`src/hw/rtl/timed_serial_receiver_ring_fifo_assert.svh`:
```
// Assertion macros for the timed serial receiver block.
// Clocked on clk, disabled while rst_n is low; define ASSERT_OFF to drop them.
`ifndef TIMED_SERIAL_RECEIVER_RING_FIFO_ASSERT_SVH
`define TIMED_SERIAL_RECEIVER_RING_FIFO_ASSERT_SVH
`ifndef ASSERT_OFF
`define TSR_ASSERT_ALWAYS(label, expr) \
    label: assert property (@(posedge clk) disable iff (!rst_n) (expr)) \
    else $error("assertion failed");
`define TSR_ASSERT_IMPL(label, ante, cons) \
    label: assert property (@(posedge clk) disable iff (!rst_n) (ante) |-> (cons)) \
    else $error("assertion failed");
`else
`define TSR_ASSERT_ALWAYS(label, expr)
`define TSR_ASSERT_IMPL(label, ante, cons)
`endif
`endif

```
`src/hw/rtl/tsr_pkg.sv`:
```
// Shared types and constants of the timed serial receiver.
// No dependencies.
`default_nettype none
package tsr_pkg;

    localparam logic [1:0] CMD_NONE  = 2'd0;
    localparam logic [1:0] CMD_READ  = 2'd1;
    localparam logic [1:0] CMD_PEEK  = 2'd2;
    localparam logic [1:0] CMD_FLUSH = 2'd3;

    localparam logic [1:0] REG_RX_ENABLE  = 2'd0;
    localparam logic [1:0] REG_EDGE_POL   = 2'd1;
    localparam logic [1:0] REG_START_WAIT = 2'd2;
    localparam logic [1:0] REG_HALF_BIT   = 2'd3;

    localparam logic [7:0] START_WAIT_RESET = 8'd15;
    localparam logic [7:0] HALF_BIT_RESET   = 8'd100;
    localparam int         FRAME_BITS       = 8;

    typedef struct packed {
        logic       rx_enable;
        logic       edge_polarity;
        logic [7:0] start_wait_ticks;
        logic [7:0] half_bit_ticks;
    } cfg_t;

    typedef struct packed {
        logic [7:0] read_data;
        logic       data_valid;
        logic [4:0] fill_count;
        logic       receiving;
        logic       overrun;
    } result_t;

    typedef struct packed {
        logic    valid;
        result_t res;
    } stage_t;

endpackage
`default_nettype wire

```
`src/hw/rtl/timed_serial_receiver_ring_fifo.sv`:
```
// Top level of the timed serial receiver with ring buffer; holds the configuration.
// Depends on tsr_pkg, tsr_front, tsr_queue and the assertion macro header.
//
// Use: every slave transfer is one tick of the line time base. s_tdata[0] is the
// line level, s_tuser carries the command (none, read and pop, peek, flush).
// Every tick gives exactly one master transfer with the read byte, fill count,
// receiving flag and overrun pulse in m_tdata and the read-hit flag in m_tuser.
// Throughput is one tick per cycle unless the output stalls: the tick is resolved by the
// frame timer and ring pointers, with the byte store read at its registered port.
// A result reaches m_tvalid through the store read register, then the result queue.
// A two-entry result queue sits between the front and the output; while the
// receiver stalls, s_tready falls once that queue and the front register are full.
// Reset clears pointers, timer and queue; the line is taken as idle (high) and the
// configuration returns to enabled, falling edge, start wait 15, half bit 100.
// The byte store is not cleared; only written entries are ever read. Configuration
// is written via cfg_we/cfg_index/cfg_wdata by the user only while idle; unchecked.
`default_nettype none
`include "timed_serial_receiver_ring_fifo_assert.svh"
module timed_serial_receiver_ring_fifo #(
    parameter int DEPTH = 32
) (
    input  wire logic        clk,
    input  wire logic        rst_n,
    input  wire logic        cfg_we,
    input  wire logic [1:0]  cfg_index,
    input  wire logic [7:0]  cfg_wdata,
    input  wire logic        s_tvalid,
    output logic             s_tready,
    input  wire logic [7:0]  s_tdata,   // [0] rx_level, [7:1] zero
    input  wire logic [1:0]  s_tuser,   // [1:0] cmd
    output logic             m_tvalid,
    input  wire logic        m_tready,
    output logic [15:0]      m_tdata,   // [7:0] read_data, [12:8] fill_count,
                                        // [13] receiving, [14] overrun, [15] zero
    output logic             m_tuser    // [0] data_valid
);

    tsr_pkg::cfg_t    cfg_reg;
    tsr_pkg::stage_t  stage;
    tsr_pkg::result_t res;
    logic             stage_ready;

    always_ff @(posedge clk or negedge rst_n)
    begin
        if (!rst_n)
        begin
            cfg_reg.rx_enable        <= 1'b1;
            cfg_reg.edge_polarity    <= 1'b0;
            cfg_reg.start_wait_ticks <= tsr_pkg::START_WAIT_RESET;
            cfg_reg.half_bit_ticks   <= tsr_pkg::HALF_BIT_RESET;
        end
        else if (cfg_we)
        begin
            case (cfg_index)
                tsr_pkg::REG_RX_ENABLE:  cfg_reg.rx_enable        <= cfg_wdata[0];
                tsr_pkg::REG_EDGE_POL:   cfg_reg.edge_polarity    <= cfg_wdata[0];
                tsr_pkg::REG_START_WAIT: cfg_reg.start_wait_ticks <= cfg_wdata;
                tsr_pkg::REG_HALF_BIT:   cfg_reg.half_bit_ticks   <= cfg_wdata;
                default:                 cfg_reg <= cfg_reg;
            endcase
        end
    end

    tsr_front #(
        .DEPTH(DEPTH)
    ) u_front (
        .clk        (clk),
        .rst_n      (rst_n),
        .cfg        (cfg_reg),
        .in_valid   (s_tvalid),
        .in_ready   (s_tready),
        .rx_level   (s_tdata[0]),
        .cmd        (s_tuser),
        .stage      (stage),
        .stage_ready(stage_ready)
    );

    tsr_queue u_queue (
        .clk        (clk),
        .rst_n      (rst_n),
        .stage      (stage),
        .stage_ready(stage_ready),
        .out_valid  (m_tvalid),
        .out_ready  (m_tready),
        .out_res    (res)
    );

    assign m_tdata = {1'b0, res.overrun, res.receiving, res.fill_count, res.read_data};
    assign m_tuser = res.data_valid;

    `TSR_ASSERT_IMPL(a_miss_reads_zero, m_tvalid && !m_tuser, m_tdata[7:0] == 8'd0)
    `TSR_ASSERT_IMPL(a_stall_has_output, !s_tready, m_tvalid)
    `TSR_ASSERT_IMPL(a_overrun_ends_frame, m_tvalid && m_tdata[14], !m_tdata[13])

endmodule
`default_nettype wire

```
`src/hw/rtl/tsr_front.sv`:
```
// Front part: frame timing, ring buffer pointers and byte store, one tick per cycle unless stalled.
// Depends on tsr_pkg; hands one result per tick to the result queue.
`default_nettype none
module tsr_front #(
    parameter int DEPTH = 32
) (
    input  wire logic            clk,
    input  wire logic            rst_n,
    input  wire tsr_pkg::cfg_t   cfg,
    input  wire logic            in_valid,
    output logic                 in_ready,
    input  wire logic            rx_level,
    input  wire logic [1:0]      cmd,
    output tsr_pkg::stage_t      stage,
    input  wire logic            stage_ready
);

    localparam int PTR_W = $clog2(DEPTH);
    localparam int CW    = PTR_W + 1;
    localparam logic [PTR_W-1:0] LAST = PTR_W'(DEPTH - 1);

    typedef enum logic [1:0] {PH_IDLE, PH_START, PH_FIRST, PH_SECOND} phase_t;

    logic [7:0]       mem [DEPTH];
    logic [7:0]       mem_q_reg;
    logic [PTR_W-1:0] wp_reg, wp_next, rp_reg, rp_next, wp_c;
    logic             prev_reg;
    phase_t           phase_reg, phase_next;
    logic [7:0]       tc_reg, tc_next;
    logic [2:0]       bit_reg, bit_next;
    logic [7:0]       shift_reg, shift_next;
    logic             drop_reg, drop_next;
    logic             a_valid_reg, hit_reg;
    logic [4:0]       fill_reg;
    logic             recv_reg, ovr_reg;
    logic             accept, hit, nonempty, full_c, edge_seen, tc_done, commit, ovr;
    logic [CW-1:0]    cnt;
    logic [CW+4:0]    cnt_wide;

    function automatic logic [PTR_W-1:0] inc(input logic [PTR_W-1:0] p);
        return (p == LAST) ? '0 : p + 1'b1;
    endfunction

    assign accept   = in_valid && in_ready;
    assign in_ready = !a_valid_reg || stage_ready;
    assign nonempty = wp_reg != rp_reg;
    assign hit      = (cmd == tsr_pkg::CMD_READ || cmd == tsr_pkg::CMD_PEEK) && nonempty;
    assign tc_done  = tc_reg <= 8'd1;
    assign edge_seen = cfg.edge_polarity ? (!prev_reg && rx_level) : (prev_reg && !rx_level);

    always_comb
    begin
        wp_c = wp_reg;
        rp_next = rp_reg;
        if (cmd == tsr_pkg::CMD_FLUSH)
        begin
            wp_c = '0;
            rp_next = '0;
        end
        else if (cmd == tsr_pkg::CMD_READ && nonempty)
        begin
            rp_next = inc(rp_reg);
        end
    end

    assign full_c = inc(wp_c) == rp_next;

    always_comb
    begin
        phase_next = phase_reg;
        tc_next    = tc_done ? tc_reg : tc_reg - 8'd1;
        bit_next   = bit_reg;
        shift_next = shift_reg;
        drop_next  = drop_reg;
        commit     = 1'b0;
        ovr        = 1'b0;
        case (phase_reg)
            PH_IDLE:
            begin
                tc_next = tc_reg;
                if (cfg.rx_enable && edge_seen)
                begin
                    drop_next  = full_c;
                    shift_next = '0;
                    bit_next   = '0;
                    if (cfg.start_wait_ticks == 8'd0)
                    begin
                        phase_next = PH_FIRST;
                        tc_next    = cfg.half_bit_ticks;
                    end
                    else
                    begin
                        phase_next = PH_START;
                        tc_next    = cfg.start_wait_ticks;
                    end
                end
            end
            PH_START:
            begin
                if (tc_done)
                begin
                    phase_next = PH_FIRST;
                    tc_next    = cfg.half_bit_ticks;
                end
            end
            PH_FIRST:
            begin
                if (tc_done)
                begin
                    shift_next[bit_reg] = !rx_level;
                    phase_next = PH_SECOND;
                    tc_next    = cfg.half_bit_ticks;
                end
            end
            PH_SECOND:
            begin
                if (tc_done)
                begin
                    if (bit_reg == 3'(tsr_pkg::FRAME_BITS - 1))
                    begin
                        ovr        = drop_reg || full_c;
                        commit     = !(drop_reg || full_c);
                        phase_next = PH_IDLE;
                        tc_next    = '0;
                        bit_next   = '0;
                        drop_next  = 1'b0;
                    end
                    else
                    begin
                        bit_next   = bit_reg + 3'd1;
                        phase_next = PH_FIRST;
                        tc_next    = cfg.half_bit_ticks;
                    end
                end
            end
            default:
            begin
                phase_next = PH_IDLE;
            end
        endcase
    end

    assign wp_next  = commit ? inc(wp_c) : wp_c;
    assign cnt      = (wp_next >= rp_next) ? {1'b0, wp_next} - {1'b0, rp_next}
                                           : {1'b0, wp_next} + CW'(DEPTH) - {1'b0, rp_next};
    assign cnt_wide = {5'b0, cnt};

    always_ff @(posedge clk)
    begin
        if (accept)
        begin
            mem_q_reg <= mem[rp_reg];
            if (commit)
            begin
                mem[wp_c] <= shift_reg;
            end
        end
    end

    always_ff @(posedge clk or negedge rst_n)
    begin
        if (!rst_n)
        begin
            wp_reg      <= '0;
            rp_reg      <= '0;
            prev_reg    <= 1'b1;
            phase_reg   <= PH_IDLE;
            tc_reg      <= '0;
            bit_reg     <= '0;
            shift_reg   <= '0;
            drop_reg    <= 1'b0;
            a_valid_reg <= 1'b0;
            hit_reg     <= 1'b0;
            fill_reg    <= '0;
            recv_reg    <= 1'b0;
            ovr_reg     <= 1'b0;
        end
        else if (accept)
        begin
            wp_reg      <= wp_next;
            rp_reg      <= rp_next;
            prev_reg    <= rx_level;
            phase_reg   <= phase_next;
            tc_reg      <= tc_next;
            bit_reg     <= bit_next;
            shift_reg   <= shift_next;
            drop_reg    <= drop_next;
            a_valid_reg <= 1'b1;
            hit_reg     <= hit;
            fill_reg    <= cnt_wide[4:0];
            recv_reg    <= phase_next != PH_IDLE;
            ovr_reg     <= ovr;
        end
        else if (stage_ready)
        begin
            a_valid_reg <= 1'b0;
        end
    end

    always_comb
    begin
        stage.valid          = a_valid_reg;
        stage.res.read_data  = hit_reg ? mem_q_reg : 8'd0;
        stage.res.data_valid = hit_reg;
        stage.res.fill_count = fill_reg;
        stage.res.receiving  = recv_reg;
        stage.res.overrun    = ovr_reg;
    end

endmodule
`default_nettype wire

```
`src/hw/rtl/tsr_queue.sv`:
```
// Back part: two-entry result queue that drives the output stream.
// Depends on tsr_pkg.
`default_nettype none
module tsr_queue (
    input  wire logic            clk,
    input  wire logic            rst_n,
    input  wire tsr_pkg::stage_t stage,
    output logic                 stage_ready,
    output logic                 out_valid,
    input  wire logic            out_ready,
    output tsr_pkg::result_t     out_res
);

    tsr_pkg::result_t q_reg [2];
    logic             wr_reg, rd_reg;
    logic [1:0]       count_reg, count_next;
    logic             push, pop;

    assign stage_ready = count_reg != 2'd2;
    assign push        = stage.valid && stage_ready;
    assign out_valid   = count_reg != 2'd0;
    assign pop         = out_valid && out_ready;
    assign out_res     = q_reg[rd_reg];

    always_comb
    begin
        count_next = count_reg;
        if (push && !pop)
        begin
            count_next = count_reg + 2'd1;
        end
        else if (pop && !push)
        begin
            count_next = count_reg - 2'd1;
        end
    end

    always_ff @(posedge clk)
    begin
        if (push)
        begin
            q_reg[wr_reg] <= stage.res;
        end
    end

    always_ff @(posedge clk or negedge rst_n)
    begin
        if (!rst_n)
        begin
            wr_reg    <= 1'b0;
            rd_reg    <= 1'b0;
            count_reg <= '0;
        end
        else
        begin
            if (push)
            begin
                wr_reg <= !wr_reg;
            end
            if (pop)
            begin
                rd_reg <= !rd_reg;
            end
            count_reg <= count_next;
        end
    end

endmodule
`default_nettype wire
```
`config.mk`:
```
export PLATFORM = sky130hd
export DESIGN_NAME = timed_serial_receiver_ring_fifo
export DESIGN_NICKNAME = d
export VERILOG_FILES = /design/src/hw/rtl/tsr_pkg.sv /design/src/hw/rtl/timed_serial_receiver_ring_fifo.sv /design/src/hw/rtl/tsr_front.sv /design/src/hw/rtl/tsr_queue.sv
export VERILOG_INCLUDE_DIRS = /design/src /design/src/hw/rtl
export SDC_FILE = /design/constraint.sdc
export NUM_CORES = 1
export LEC_CHECK = 0
export ABC_AREA = 0
export BUFFER_PORTS_ARGS = -buffer_cell sky130_fd_sc_hd__buf_2
export CAP_MARGIN = 20
export CORE_ASPECT_RATIO = 0.6
export CORE_UTILIZATION = 56
export DETAILED_ROUTE_END_ITERATION = 12
export GPL_ROUTABILITY_DRIVEN = 1
export GPL_TIMING_DRIVEN = 1
export MAX_ROUTING_LAYER = met4
export PLACE_DENSITY = 0.76
export SLEW_MARGIN = 10
export SYNTH_ARGS = -nofsm -noshare
export SYNTH_HDL_FRONTEND = slang
export SYNTH_SLANG_ARGS = --single-unit
export TNS_END_PERCENT = 50
```
`constraint.sdc`:
```
create_clock -name clk -period 4.4 [get_ports clk]
set_clock_uncertainty 0.1 [all_clocks]
set_input_delay 0.66 -clock clk [delete_from_list [all_inputs] [get_ports clk]]
set_output_delay 0.66 -clock clk [all_outputs]
set_load 0.02 [all_outputs]
```
==> results.sh <==
export IMPL_critical_path_arrival_ps=4630
export IMPL_io_pins=44
export IMPL_synth_nets=952
export IMPL_fmax_mhz=234
export IMPL_clk_latency_ps=520
export IMPL_ys_flop_type="edfxtp_1"
export IMPL_path_max_fanout=4
export IMPL_grt_ovfl_total=0
export IMPL_die_area_um2=27900
export IMPL_path_class="flip-flop to flip-flop"
export IMPL_area_growth_synth_to_final_pct=15.6
export IMPL_synth_area_um2=15200
export IMPL_synth_seq_cells=360
export IMPL_outcome="complete, no violations"
export IMPL_fp_dieH_um=130
export IMPL_drv_cap=0
export IMPL_largest_register_ffs=256
export IMPL_grt_use_total_pct=24.6
export IMPL_place_ws_ps=-109
export IMPL_drc_errors=0
export IMPL_synth_edff_count=296
export IMPL_grt_setup_unrepaired="true"
export IMPL_crit_chain="ha_4 > and3_4 > ha_4 > buf_6 > nor3b_4 > a21oi_2 > xor2_1 > nor4_1 > nand2_1 > o31a_1 > xnor2_2 > ha_2 > inv_2 > fa_2 > a21o_1 > a21oi_2 > xnor2_2 > or4_1 > nand4_1"
export IMPL_crit_slowest_cell="dfrtp_4"
export IMPL_die_x_um=215
export IMPL_core_area_um2=26500
export IMPL_antenna_found_initial=1
export IMPL_post_drt_wl_per_cell_um=23.6
export IMPL_fin_ws_ps=119
export IMPL_cp_start_kind="flip-flop"
export IMPL_ys_warn_count=0
export IMPL_grt_max_degree=69
export IMPL_drtAntennaViolNets=0
export IMPL_cts_buffers_inserted=34
export IMPL_cts_sinks=360
export IMPL_final_setup_viol_count=0
export IMPL_worst_setup_path_end_kind="flip-flop"
export IMPL_powerDensity_nw_per_um2=467
export IMPL_via_per_inst=6.07
export IMPL_synth_distinct_cells=55
export IMPL_period_needed_ps=4280
export IMPL_num_rows=46
export IMPL_nNetsFinal=1057
export IMPL_slew_headroom_pct=41.9
export IMPL_initial_core_util_pct=57.4
export IMPL_htree_levels=2
export IMPL_fill_cells=1740
export IMPL_ys_async_sr_fraction_pct=17.8
export IMPL_drt_iter0_drc=1059
export IMPL_hold_violations=0
export IMPL_synthCells=904
export IMPL_vias=8460
export IMPL_syn_area_per_cell_um2=16.8
export IMPL_cts_tree="yes"
export IMPL_cp_slowest_stage_delay_ps=500
export IMPL_worstPathBufferInverterCount=2
export IMPL_fin_util_pct=66.3
export IMPL_hold_buffers=0
export IMPL_globalplace_congestion=0.886
export IMPL_leakagePower_nw=6.25
export IMPL_cts_reportedPaths_clkPinSlew_ps=60
export IMPL_clockRootBuffer="clkbuf_16"
export IMPL_wl_um=32900
export IMPL_numPortBuffers=35
export IMPL_drive_gt1_share_pct=31.1
export IMPL_grt_pass1_vias=8051
export IMPL_hold_class="input port to async pin"
export IMPL_tightestPinTransition_ps=871
export IMPL_post_route_period_util_pct=97.3
export IMPL_cts_buffer_depth=3
export IMPL_cp_required_ps=4750
export IMPL_peakVddDrop_mv=0.363
export IMPL_drt_pass1_iterations=5
export IMPL_post_dp_hpwl_um=20700
export IMPL_drv_slew=0
export IMPL_grt_pass1_wl_um=48600
export IMPL_ys_seq_area_share_pct=69.0
export IMPL_cp_top_family="simple AND/OR/NAND/NOR gates"
placed cells by master, fill, tap and decap left out, drive strengths merged, types with 4 or more instances in the layout:
master	n
o21ai	40
nand3	12
a221oi	7
nor4	5
a21o	12
mux4	80
dfrtp	55
and2	8
mux2	47
nand2b	6
edfxtp	296
xor2	13
nor2	75
nand2	55
or4	4
inv	18
or2	4
a21oi	15
ha	22
buf	112
o31ai	5
o22ai	4
clkinv	10
clkbuf	44
nor2b	5
a22o	5
xnor2	15
nor3	6
dfstp	9
nand3b	8
where the power goes:
group          switching [mW]  total, mW  internal (mW)
registers               0.243       4.25           4.00
clock network            1.22       2.86           1.64
logic                   0.667       1.12          0.451
area by class of cell:
type	instances	area, µm²	area share (%)
sequential	360	10500	59.7
clock inverter	15	165	0.938
clock buffer	44	908	5.16
timing repair buffer	112	888	5.05
multi-input combinational	484	4610	26.2
tap	360	450	2.56
antenna	1	2.50	0.0142
inverter	17	66.3	0.377
path summary, 6_finish.rpt:
path	start	end	slack, ps	cells after the start
setup / recovery	u_front.rp_reg[0]	u_front.fill_reg[4]	120	19
hold / removal	rst_n	u_front.fill_reg[3]	80	1
setup reg to reg	u_front.rp_reg[0]	u_front.fill_reg[4]	120	19
hold reg to reg	u_front.ovr_reg	u_queue.q_reg[0][0]	370	0
max in group asynchronous	rst_n	cfg_reg[17]	3180	2
min in group clk	s_tvalid	u_front.a_valid_reg	250	2
kinds of logic after synthesis:
group	count (synthesis)	synth area share [%]
AOI/OAI and AO/OA	102	4.26
xor gates and xnor gates	28	1.61
adders and majority gates	23	1.94
buffers and inverters	60	1.52
DFF	360	69.0
muxes	128	15.4
other	1	0.0246
and+or+nand+nor	202	6.28
layer usage:
layer / wire length, µm / GRT usage [%] / up-vias / share of wire [%]
li1: - / - / 3736 / -
met4: 354 / 5.00 / 0 / 1.1
met2: 14500 / 34.4 / 350 / 44
met3: 2950 / 5.64 / 38 / 9.0
met1: 15000 / 37.2 / 4336 / 46
met5: 0 / - / - / 0
worst register-to-register path, stage by stage, from the launching register on:
cell and delay [ps]:
dfrtp_4 500, ha_4 170, and3_4 180, ha_4 170, buf_6 120, nor3b_4 200
a21oi_2 70, xor2_1 180, nor4_1 230, nand2_1 130, o31a_1 350, xnor2_2 200
ha_2 210, inv_2 50, fa_2 370, a21o_1 190, a21oi_2 170, xnor2_2 120
or4_1 410, nand4_1 90
synthesized netlist by cell type (all sizes together) (3+ instances only):
cell	count	area, µm²
edfxtp	296	8890
mux4	80	1800
nor2	75	282
dfrtp	55	1380
nand2	55	206
mux2	47	529
o21ai	40	200
clkbuf	32	120
ha	22	275
inv	16	60.1
a21oi	15	75.1
xnor2	15	131
xor2	13	114
a21o	12	90.1
nand3	12	60.1
buf	11	47.6
dfstp	9	236
and2	8	50.1
nand3b	8	60.1
a221oi	7	61.3
nand2b	6	37.5
nor3	6	30.0
a22o	5	43.8
nor2b	5	31.3
nor4	5	31.3
o31ai	5	37.5
o22ai	4	25.0
or2	4	27.5
or4	4	33.8
a22oi	3	22.5
a32o	3	30.0
and3	3	18.8
nor3b	3	22.5
per-stage QoR:
step	power, mW	std cells	cell area, µm²	hold WS, ps	TNS (ps)
finish	8.23	1393	17600	83.0	0
global route	8.54	1392	17600	122	-65.3
CTS	8.24	1381	17300	90.5	0
detailed placement	5.38	1322	16200	357	-109
global placement	5.34	1322	16200	352	-55.4
floorplan	5.01	904	15300	264	0
timing repair:
item,4_1_cts,5_1_grt
gates resized for setup,2,16
endpoints found under the hold margin,0,0
setup endpoints to repair,1,1
pin swaps,2,15
setup buffers,0,4
Power figures use the tool's default switching activity.
